[src/hdl/assert_macros.svh]
// Assertion macros used by the top-level RTL file of the queue block.
`ifndef ASSERT_MACROS_SVH
`define ASSERT_MACROS_SVH

// Same-cycle implication, checked outside reset
`define CHK_IMPLY(label, clk, rst_n, ante, cons, msg) \
    label: assert property (@(posedge clk) disable iff (!rst_n) (ante) |-> (cons)) \
        else $error(msg);

// Next-cycle implication, checked outside reset
`define CHK_NEXT(label, clk, rst_n, ante, cons, msg) \
    label: assert property (@(posedge clk) disable iff (!rst_n) (ante) |=> (cons)) \
        else $error(msg);

`endif

[src/hdl/fqsu_pkg.sv]
// Package with sizes, codes and types of the ring-buffer queue.
package fqsu_pkg;

    // Queue depth and derived widths
    localparam int DEPTH = 8;
    localparam int IDX_W = $clog2(DEPTH);
    localparam int CNT_W = $clog2(DEPTH + 1);
    localparam int WORD_W = 32;
    localparam int OP_W = 3;
    localparam int POS_W = 4;
    localparam int ST_W = 3;

    typedef logic [IDX_W-1:0] t_idx;
    typedef logic [CNT_W-1:0] t_cnt;
    typedef logic signed [WORD_W-1:0] t_word;
    typedef logic [OP_W-1:0] t_op;
    typedef logic [POS_W-1:0] t_pos;
    typedef logic [ST_W-1:0] t_status;

    // Operation codes
    localparam t_op OP_INSERT = 3'd0;
    localparam t_op OP_DELETE = 3'd1;
    localparam t_op OP_SEARCH = 3'd2;
    localparam t_op OP_CHANGE = 3'd3;
    localparam t_op OP_DISPLAY = 3'd4;

    // Result status codes
    localparam t_status ST_OK = 3'd0;
    localparam t_status ST_OVERFLOW = 3'd1;
    localparam t_status ST_EMPTY = 3'd2;
    localparam t_status ST_NOTFOUND = 3'd3;
    localparam t_status ST_BADPOS = 3'd4;

endpackage

[src/hdl/fifo_queue_with_search_and_update_core.sv]
// Top level of the ring-buffer queue with search, change and display.
//
// A transaction is accepted when start is high and busy is low; busy then stays high
// until the last result of that transaction has been put on the result ports. Each
// result is shown for exactly one cycle with o_valid high and cannot be held off.
// Insert, change and ignored opcodes go from the execute state straight back to idle,
// as do delete, search and display on an empty queue. On a non-empty queue these go
// on to the walk state: delete takes the head entry, search stops at the first match
// or at the tail, and display puts out one result per cycle up to the tail. The
// entries sit in a RAM with one read port and registered read data, walked one entry
// per cycle by a single offset counter and a single 32-bit comparator. Entries need no
// clearing after reset: read data is used only from occupied slots.
`include "assert_macros.svh"

module fifo_queue_with_search_and_update_core
    import fqsu_pkg::*;
(
    input  logic    i_clk,
    input  logic    i_rst_n,
    input  logic    start,
    output logic    busy,
    input  t_op     i_opcode,
    input  t_word   i_value,
    input  t_pos    i_position,
    output logic    o_valid,
    output t_status o_status,
    output t_word   o_data,
    output t_pos    o_found_position,
    output logic    o_last
);

    localparam int SUM_W = IDX_W + 1;
    localparam int CMP_W = (CNT_W > POS_W) ? CNT_W : POS_W;

    // Sequencer states
    localparam logic [1:0] S_IDLE = 2'd0;
    localparam logic [1:0] S_EXEC = 2'd1;
    localparam logic [1:0] S_WALK = 2'd2;

    logic [1:0] r_state, n_state;
    t_idx       r_head, n_head;
    t_cnt       r_occ, n_occ;
    t_idx       r_off, n_off;
    t_op        r_op;
    t_word      r_value;
    t_pos       r_pos;

    logic       r_valid, n_valid;
    t_status    r_status, n_status;
    t_word      r_data, n_data;
    t_pos       r_fpos, n_fpos;
    logic       r_last, n_last;

    logic       ram_we;
    t_idx       ram_waddr;
    t_idx       ram_raddr;
    t_idx       rd_off;
    t_word      ram_rdata;
    logic       match;
    logic       at_tail;
    t_cnt       off_cnt_next;

    // Ring slot of an offset from the head
    function automatic t_idx f_slot(input t_idx head, input t_idx off);
        logic [SUM_W-1:0] sum;
        sum = {1'b0, head} + {1'b0, off};
        if (sum >= SUM_W'(DEPTH)) begin
            sum = sum - SUM_W'(DEPTH);
        end
        return sum[IDX_W-1:0];
    endfunction

    fqsu_ram #(
        .WIDTH(WORD_W),
        .DEPTH(DEPTH)
    ) u_ram (
        .i_clk  (i_clk),
        .i_we   (ram_we),
        .i_waddr(ram_waddr),
        .i_wdata(r_value),
        .i_raddr(ram_raddr),
        .o_rdata(ram_rdata)
    );

    assign busy = (r_state != S_IDLE);

    // Shared compare unit and walk bookkeeping
    assign match = (ram_rdata == r_value);
    assign off_cnt_next = CNT_W'(r_off) + CNT_W'(1);
    assign at_tail = (off_cnt_next == r_occ);

    // Issue the read one offset ahead of the data being examined
    assign rd_off = (r_state == S_WALK) ? (r_off + IDX_W'(1)) : '0;
    assign ram_raddr = f_slot(r_head, rd_off);

    // Sequencer
    always_comb begin
        n_state = r_state;
        n_head = r_head;
        n_occ = r_occ;
        n_off = r_off;
        n_valid = 1'b0;
        n_status = ST_OK;
        n_data = '0;
        n_fpos = '0;
        n_last = 1'b1;
        ram_we = 1'b0;
        ram_waddr = f_slot(r_head, r_occ[IDX_W-1:0]);

        unique case (r_state)
            S_IDLE: begin
                if (start) begin
                    n_state = S_EXEC;
                end
            end

            S_EXEC: begin
                n_state = S_IDLE;
                n_off = '0;
                unique case (r_op) inside
                    OP_INSERT: begin
                        n_valid = 1'b1;
                        if (r_occ >= CNT_W'(DEPTH)) begin
                            n_status = ST_OVERFLOW;
                        end else begin
                            ram_we = 1'b1;
                            n_occ = r_occ + CNT_W'(1);
                        end
                    end
                    OP_CHANGE: begin
                        n_valid = 1'b1;
                        ram_waddr = f_slot(r_head, IDX_W'(r_pos - POS_W'(1)));
                        if (r_pos == '0 || CMP_W'(r_pos) > CMP_W'(r_occ)) begin
                            n_status = ST_BADPOS;
                        end else begin
                            ram_we = 1'b1;
                        end
                    end
                    OP_DELETE, OP_SEARCH, OP_DISPLAY: begin
                        if (r_occ == '0) begin
                            n_valid = 1'b1;
                            n_status = (r_op == OP_SEARCH) ? ST_NOTFOUND : ST_EMPTY;
                        end else begin
                            n_state = S_WALK;
                        end
                    end
                    default: begin
                        n_state = S_IDLE;
                    end
                endcase
            end

            S_WALK: begin
                unique case (r_op) inside
                    OP_DELETE: begin
                        n_valid = 1'b1;
                        n_data = ram_rdata;
                        n_head = f_slot(r_head, IDX_W'(1));
                        n_occ = r_occ - CNT_W'(1);
                        n_state = S_IDLE;
                    end
                    OP_SEARCH: begin
                        if (match) begin
                            n_valid = 1'b1;
                            n_fpos = POS_W'(r_off) + POS_W'(1);
                            n_state = S_IDLE;
                        end else if (at_tail) begin
                            n_valid = 1'b1;
                            n_status = ST_NOTFOUND;
                            n_state = S_IDLE;
                        end else begin
                            n_off = r_off + IDX_W'(1);
                        end
                    end
                    OP_DISPLAY: begin
                        n_valid = 1'b1;
                        n_data = ram_rdata;
                        n_last = at_tail;
                        if (at_tail) begin
                            n_state = S_IDLE;
                        end else begin
                            n_off = r_off + IDX_W'(1);
                        end
                    end
                    default: begin
                        n_state = S_IDLE;
                    end
                endcase
            end

            default: begin
                n_state = S_IDLE;
            end
        endcase
    end

    // Control state
    always_ff @(posedge i_clk) begin
        if (!i_rst_n) begin
            r_state <= S_IDLE;
            r_head <= '0;
            r_occ <= '0;
            r_off <= '0;
            r_valid <= 1'b0;
        end else begin
            r_state <= n_state;
            r_head <= n_head;
            r_occ <= n_occ;
            r_off <= n_off;
            r_valid <= n_valid;
        end
    end

    // Capture the transaction and hold the result payload
    always_ff @(posedge i_clk) begin
        if (start && !busy) begin
            r_op <= i_opcode;
            r_value <= i_value;
            r_pos <= i_position;
        end
        r_status <= n_status;
        r_data <= n_data;
        r_fpos <= n_fpos;
        r_last <= n_last;
    end

    assign o_valid = r_valid;
    assign o_status = r_status;
    assign o_data = r_data;
    assign o_found_position = r_fpos;
    assign o_last = r_last;

    // Checks
    `CHK_IMPLY(a_occ_range, i_clk, i_rst_n, 1'b1, r_occ <= CNT_W'(DEPTH),
               "occupancy beyond depth")
    `CHK_NEXT(a_accept_exec, i_clk, i_rst_n, start && !busy, r_state == S_EXEC,
              "accepted transaction did not start")
    `CHK_IMPLY(a_valid_after_busy, i_clk, i_rst_n, o_valid, $past(r_state) != S_IDLE,
               "result without a transaction in flight")
    `CHK_IMPLY(a_more_only_display, i_clk, i_rst_n, o_valid && !o_last,
               r_op == OP_DISPLAY && busy, "non-final result outside display")

endmodule

[src/hdl/fqsu_ram.sv]
// Generic single-write, single-read RAM with registered read data.
module fqsu_ram #(
    parameter int WIDTH = 32,
    parameter int DEPTH = 8
) (
    input  logic                     i_clk,
    input  logic                     i_we,
    input  logic [$clog2(DEPTH)-1:0] i_waddr,
    input  logic [WIDTH-1:0]         i_wdata,
    input  logic [$clog2(DEPTH)-1:0] i_raddr,
    output logic [WIDTH-1:0]         o_rdata
);

    logic [WIDTH-1:0] r_mem [DEPTH];
    logic [WIDTH-1:0] r_rdata;

    // Write port and registered read port
    always_ff @(posedge i_clk) begin
        if (i_we) begin
            r_mem[i_waddr] <= i_wdata;
        end
        r_rdata <= r_mem[i_raddr];
    end

    assign o_rdata = r_rdata;

endmodule

[config.mk]
export PLATFORM = sky130hd
export DESIGN_NAME = fifo_queue_with_search_and_update_core
export DESIGN_NICKNAME = d
export VERILOG_FILES = /design/src/hdl/fqsu_pkg.sv /design/src/hdl/fifo_queue_with_search_and_update_core.sv /design/src/hdl/fqsu_ram.sv
export VERILOG_INCLUDE_DIRS = /design/src /design/src/hdl
export SDC_FILE = /design/constraint.sdc
export NUM_CORES = 1
export LEC_CHECK = 0
export BUFFER_PORTS_ARGS = -buffer_cell sky130_fd_sc_hd__buf_2
export CORE_MARGIN = 2
export CORE_UTILIZATION = 45
export CTS_CLUSTER_SIZE = 12
export DETAILED_ROUTE_END_ITERATION = 6
export RECOVER_POWER = 25
export SLEW_MARGIN = 20
export SYNTH_ARGS = -nofsm -noshare
export SYNTH_HDL_FRONTEND = slang
export SYNTH_SLANG_ARGS = --single-unit
[constraint.sdc]
create_clock -name i_clk -period 8.5 [get_ports i_clk]
set_clock_uncertainty 0.2 [all_clocks]
set_input_delay 1.275 -clock i_clk [delete_from_list [all_inputs] [get_ports i_clk]]
set_output_delay 1.275 -clock i_clk [all_outputs]
set_load 0.01 [all_outputs]
# == Word level (Yosys, flattened, before mapping) ==
# Memories as Yosys holds them, arrays and structs flattened. A register that Yosys moved wholly into a read port is not among the register bits.
# Index checks and enable logic that the tools add are counted.
# totals
reg_bits,92
memories,1
word_cells,107
ramBits,256
# memory_table
memory,words,word_bits,read_ports,rd_ports_with_merged_regs,write_ports,line_no,rtl
u_ram.r_mem,8,32,1,1,1,fqsu_ram.sv:14,logic [WIDTH-1:0] r_mem [DEPTH];
# classes
n_mux,43
n_addsub,13
n_reduce_logical,18
n_lt_le_gt_ge,6
n_eq_ne,14
# op_table
op,count
== test 32 bit,1
two-way mux 3 bit,10
">= comparator 4 bit, second input constant",5
two-way mux 2 bit,9
case mux 3 bit (2 select lines),3
"subtractor 3 x 1 -> 3 bit, second input constant",5
adder 3 x 3 -> 4 bit,3
two-way mux 4 bit,3
two-way mux 1 bit,10
case mux 3 bit (3 select lines),1
"adder 3 x 1 -> 4 bit, second input constant",2
logical NOT 4 bit,2
case mux 1 bit (2 select lines),4
case mux 4 bit (2 select lines),1
"== test 3 x 2 -> 1 bit, second input constant",2
"!= test 2 bit, second input constant",3
case mux 2 bit (3 select lines),1
AND reduction 2 bit,3
AND reduction 3 bit,2
"adder 4 x 1 -> 4 bit, second input constant",1
== test 4 bit,1
greater-than comparator 4 bit,1
case mux 2 bit (2 select lines),1
AND reduction 4 bit,1
other kinds (17),19

# == Longest topological paths before layout ==
# logic_depth
word_depth,7
depth_mapped,12

# == By module ==
# From an unflattened synthesis, not the netlist that was laid out.
# unflattened
hier_cells,759
area_unflattened_um2,14468.9
# modules_own_cells
module,cells_per_inst,instances,area_per_inst_um2
fqsu_ram,415,1,10466.3
fifo_queue_with_search_and_update_core,344,1,4002.6

# == Worst setup path after synthesis ==
# No wires, ideal clock.
# synth_timing
path_type,reg-to-reg
from,register r_occ[1]
to,"memory u_ram.r_mem[4][0], enable pin"
setup_time_ns,0.502
stages_incl_launch_ff,9
arrival_ns,4.897
path_buffers,0
period_less_slack_ns,5.599
slack_ns,2.901
cell_sequence,dfxtp_1 inv_1 ha_1 nor2b_1 o21a_1 o21a_1 o21ai_0 a41oi_1 nor4_1
# synth_via
elab_chain_len,7
elab_cells_between_ends,15
cone_classes,add/sub: 2; order compare: 3; mux: 9; reduce/logical: 1
# synth_rtl
item,line_no,rtl
start: declaration,fifo_queue_with_search_and_update_core.sv:42,"t_cnt r_occ, n_occ;"
start signal: assignment,fifo_queue_with_search_and_update_core.sv:208,r_occ <= n_occ;
branches (longest 7 deep; another with adder 3 x 3 -> 4 bit),--,
end: declaration,fqsu_ram.sv:14,
# Several ways; the timed one is not identified.

# == Worst setup path after layout ==
# layout_timing
from,register r_state[0]
to,"register u_ram.r_rdata[4], in the netlist u_ram.o_rdata[4] (read register of u_ram.r_mem)"
# layout_via
elab_chain_len,5
elab_cells_between_ends,6
cone_classes,add/sub: 2; order compare: 1; eq/ne: 1; mux: 2
# layout_rtl
item,line_no,rtl
start: declaration,fifo_queue_with_search_and_update_core.sv:40,"logic [1:0] r_state, n_state;"
start signal: assignment,fifo_queue_with_search_and_update_core.sv:206,r_state <= n_state;
== test 2 bit (*),fifo_queue_with_search_and_update_core.sv:93,assign rd_off = (r_state == S_WALK) ? (r_off + IDX_W'(1)) : '0;
two-way mux 3 bit (*),fifo_queue_with_search_and_update_core.sv:93,
adder 3 x 3 -> 4 bit (*),fifo_queue_with_search_and_update_core.sv:66,"sum = {1'b0, head} + {1'b0, off};"
>= comparator 4 bit / subtractor 3 x 1 -> 3 bit (equally long branches),"fifo_queue_with_search_and_update_core.sv:67, fifo_queue_with_search_and_update_core.sv:68",
two-way mux 3 bit (*),fifo_queue_with_search_and_update_core.sv:67,if (sum >= SUM_W'(DEPTH)) begin
end: declaration,fqsu_ram.sv:15,logic [WIDTH-1:0] r_rdata;
# Every way passes the cells marked *; elsewhere a longest branch is shown, timed or not.
# A chain may end at the register's enable or synchronous reset.

==> flow_summary.toml <==
[clock_network]
cts_root_buf = "sky130_fd_sc_hd__clkbuf_16"
cts-buffers-inserted = 41
holdBufCountCts = 0
clock_path_buffers = 3
number_of_sinks_handled_by_clock_tree_synthesis = 380
cts_htree_levels = 2
post_cts.resized_instances = 0
worst_setup_hold_path_clk_slew_ns = 0.06
cts_post_setup_buffers_inserted = 0
clk_latency_ns = 0.53
tritoncts_clock_tree = "done"

[placement]
io_buffer_count = 83
finalWeightedCongestion = 0.743
hpwlAfterDp_mm = 16.0
placement.setup.worst_slack_ns = 4.35

[timing]
finalSetupViolCount = 0
hold_viol = 0
fin_crit_ns = 4.17
maxClockFrequency_mhz = 240
worst_slew_pin_tran_ns = 1.07
fin_ws_ns = 4.33
grt_setup_unrepaired = "false"
fin_setup_tns_ns = 0
final-max-slew-violation-count = 0
max_slew_headroom = 0.278
final.period_utilization = 0.491

[synthesis]
yosysMostFrequentCell = "sky130_fd_sc_hd__edfxtp_1"
ys_seq_elements = 380
synth.cells.most_frequent = "295 x sky130_fd_sc_hd__edfxtp_1, 85 x sky130_fd_sc_hd__dfxtp_1, 61 x sky130_fd_sc_hd__mux4_2"
synthesis.yosys.warnings = 0
synthDistinctLibCells = 49
synth_largest_area_cell = "sky130_fd_sc_hd__edfxtp_1"
synth.area.top_cells = "sky130_fd_sc_hd__edfxtp_1 62%, sky130_fd_sc_hd__dfxtp_1 12%, sky130_fd_sc_hd__mux4_2 9.6%, sky130_fd_sc_hd__mux2_2 2.6%, sky130_fd_sc_hd__xnor2_1 2.6%"
avgSynthCellArea_um2 = 18.9
netlist_instances = 757
async_flop_share = 0
synth_top_flop_cell = "sky130_fd_sc_hd__edfxtp_1"
post_synth_instance_area_mm2 = 0.0143
ys_seq_area_frac = 0.738
synth_top_area_frac = 0.619
synth_enable_flop_cells = 295
synthesis.nets = 820

[power_and_ir_drop]
seqPwrFrac = 0.547
powerDensity_mw_per_mm2 = 228
p_total_w = 0.00376
leakage_nw = 5.58
p_comb_frac = 0.019
power.clock.fraction = 0.434
ir_worst_vdd_uv = 122
switching_share = 0.196
power_switching_w = 0.000736
cellInternalPower_w = 0.00303

[worst_setup_path]
worst-endpoint-required_ns = 8.70
worst_setup_path_start_kind = "flop"
critical_path_cell_by_cell = "inv_1 > ha_1 > inv_1 > nor2_1 > ha_4 > fa_1 > xor2_1 > xnor2_4 > buf_4 > mux4_2 > mux2_2"
cp.arrival_ns = 4.37
critPathKind = "flop to flop"
worstPathMaxFanout = 64
crit_family = "buffers and inverters"
timing.critical_path.to_type = "flop"
cpMaxStageDelayCell = "sky130_fd_sc_hd__buf_4"
timing.critical_path.buf_inv = 3
crit_path_max_incr_delay_ns = 0.80
crit_path_frequent_cell = "sky130_fd_sc_hd__inv_1"

[detailed_routing]
dr_total_vias = 7039
residual_antenna_violating_net_count_after_detailed_routing = 0
drt_first_pass_iters = 6
avgViaCountPerCell = 5.41
routedWlPerCell_um = 21.9
remaining_drc_errors = 0
dr.first_iter.drc_count = 531
routed_wl_mm = 28.5

[global_routing]
globalRoute.totalOverflow = 0
maximum_number_of_pins_on_one_net_before_global_route_repair = 65
number_of_antenna_violations_at_the_first_check_in_global_routing = 0
grt_pass1_wl_mm = 43.6
first_global_vias = 7474
groute.usage.overall = 0.175

[floorplan]
num_io_pins = 84
fp.dieArea_mm2 = 0.0332
fp.dieH_um = 182
coreArea_mm2 = 0.0314
initial_utilization = 0.456
die_width_um = 182
num_rows = 65

[finish]
area.growth.synth_to_final_pct = 15.4
layout.nets = 932
antenna-diode-count = 0
layout-drive-gt1-share = 0.288

[flow_run]
timing.max_cap.violations = 0

[run_status]
run_status = "finished clean"

[min_path]
holdCritPathClass = "flop to flop"
==> power groups by stage <==
stage | clock, W | sequential, W | combinational (W)
CTS | 0.00167 | 0.00206 | 0.0000719
global placement | 0 | 0.00209 | 0.0000698
detailed placement | 0 | 0.00210 | 0.0000715
finish | 0.00163 | 0.00206 | 0.0000705
floorplan | 0 | 0.00208 | 0.0000440
global route | 0.00175 | 0.00206 | 0.0000777
==> worst register-to-register path: cells and delay by family (launching register included) <==
family | cells | cell delay [ns]
XOR/XNOR | 2 | 0.49
adder cells (fa/ha/maj) | 3 | 0.90
buffers and inverters | 3 | 1.07
flip-flops | 1 | 0.38
multiplexers | 2 | 0.91
AND/OR/NAND/NOR | 1 | 0.09
==> path summary, 6_finish.rpt <==
check	from	endpoint	slack, ns	cells past startpoint
hold / removal	u_ram.o_rdata[7]	o_data[7]	0.28	1
setup reg to reg	r_state[0]	u_ram.o_rdata[4]	4.33	11
hold reg to reg	u_ram.o_rdata[7]	o_data[7]	0.28	1
setup / recovery	r_state[0]	u_ram.o_rdata[4]	4.33	11
==> layout make-up <==
type	instances	area, µm²
Timing Repair Buffer	97	520
Multi-Input combinational cell	333	3620
Clock buffer	65	1210
Fill cell	2500	14900
Inverter	16	60.1
Clock inverter	8	40.0
Sequential cell	380	10600
Tap cell	402	503
==> per-layer routing <==
metal  global-route usage  vias up  routed length (µm)  part of all wire
li1                     -     3152                   -                 -
met1                0.232     3658               12200              0.43
met2                0.297      185               14300              0.50
met3               0.0321       44                1390             0.049
met4               0.0548        0                 660             0.023
met5                    0        -                   0                 0
==> cell families (layout without fill, tap and decap cells) <==
| family | after synthesis | after routing | synth area share |
|---|---|---|---|
| mux | 98 | 98 | 0.128 |
| simple gates | 130 | 130 | 0.0498 |
| buf+inv | 44 | 186 | 0.0147 |
| compound gates | 34 | 34 | 0.0159 |
| xor+xnor | 50 | 50 | 0.0326 |
| flops | 380 | 380 | 0.738 |
| fa+ha+maj | 21 | 21 | 0.0205 |
==> flip-flops by register name (all words and copies together), names as in the netlist, 2 cells and up <==
signal	count
o_data	32
o_found_position	4
o_status	3
r_head	3
r_occ	4
r_off	3
r_op	3
r_pos	4
r_state	2
r_value	32
u_ram.o_rdata	32
u_ram.r_mem	256
==> metrics by stage <==
step	utilization	std cells	cell area [µm²]	hold slack (ns)
after floorplan	-	757	14300	0.251
after global placement	0.486	1228	15300	0.258
after detailed placement	0.486	1228	15300	0.267
after CTS	0.526	1301	16500	0.281
after global routing	0.526	1301	16500	0.293
final	0.526	1301	16500	0.278
==> cells in the final DEF (no fill, tap or decap), types with 9 or more instances in the layout <==
cell,synthesis,layout
sky130_fd_sc_hd__mux2_2,33,33
sky130_fd_sc_hd__dfxtp_1,85,85
sky130_fd_sc_hd__edfxtp_1,295,295
sky130_fd_sc_hd__ha_1,17,16
sky130_fd_sc_hd__clkbuf_1,15,15
sky130_fd_sc_hd__nand4_1,11,11
sky130_fd_sc_hd__xnor2_1,42,42
sky130_fd_sc_hd__clkbuf_8,0,9
sky130_fd_sc_hd__buf_2,3,83
sky130_fd_sc_hd__and2_1,39,38
sky130_fd_sc_hd__inv_1,16,16
sky130_fd_sc_hd__nor2_1,18,14
sky130_fd_sc_hd__buf_4,3,14
sky130_fd_sc_hd__clkbuf_16,0,41
sky130_fd_sc_hd__mux4_2,61,61
sky130_fd_sc_hd__nand2_1,23,23
No activity file was read; power rests on OpenSTA's default activity.
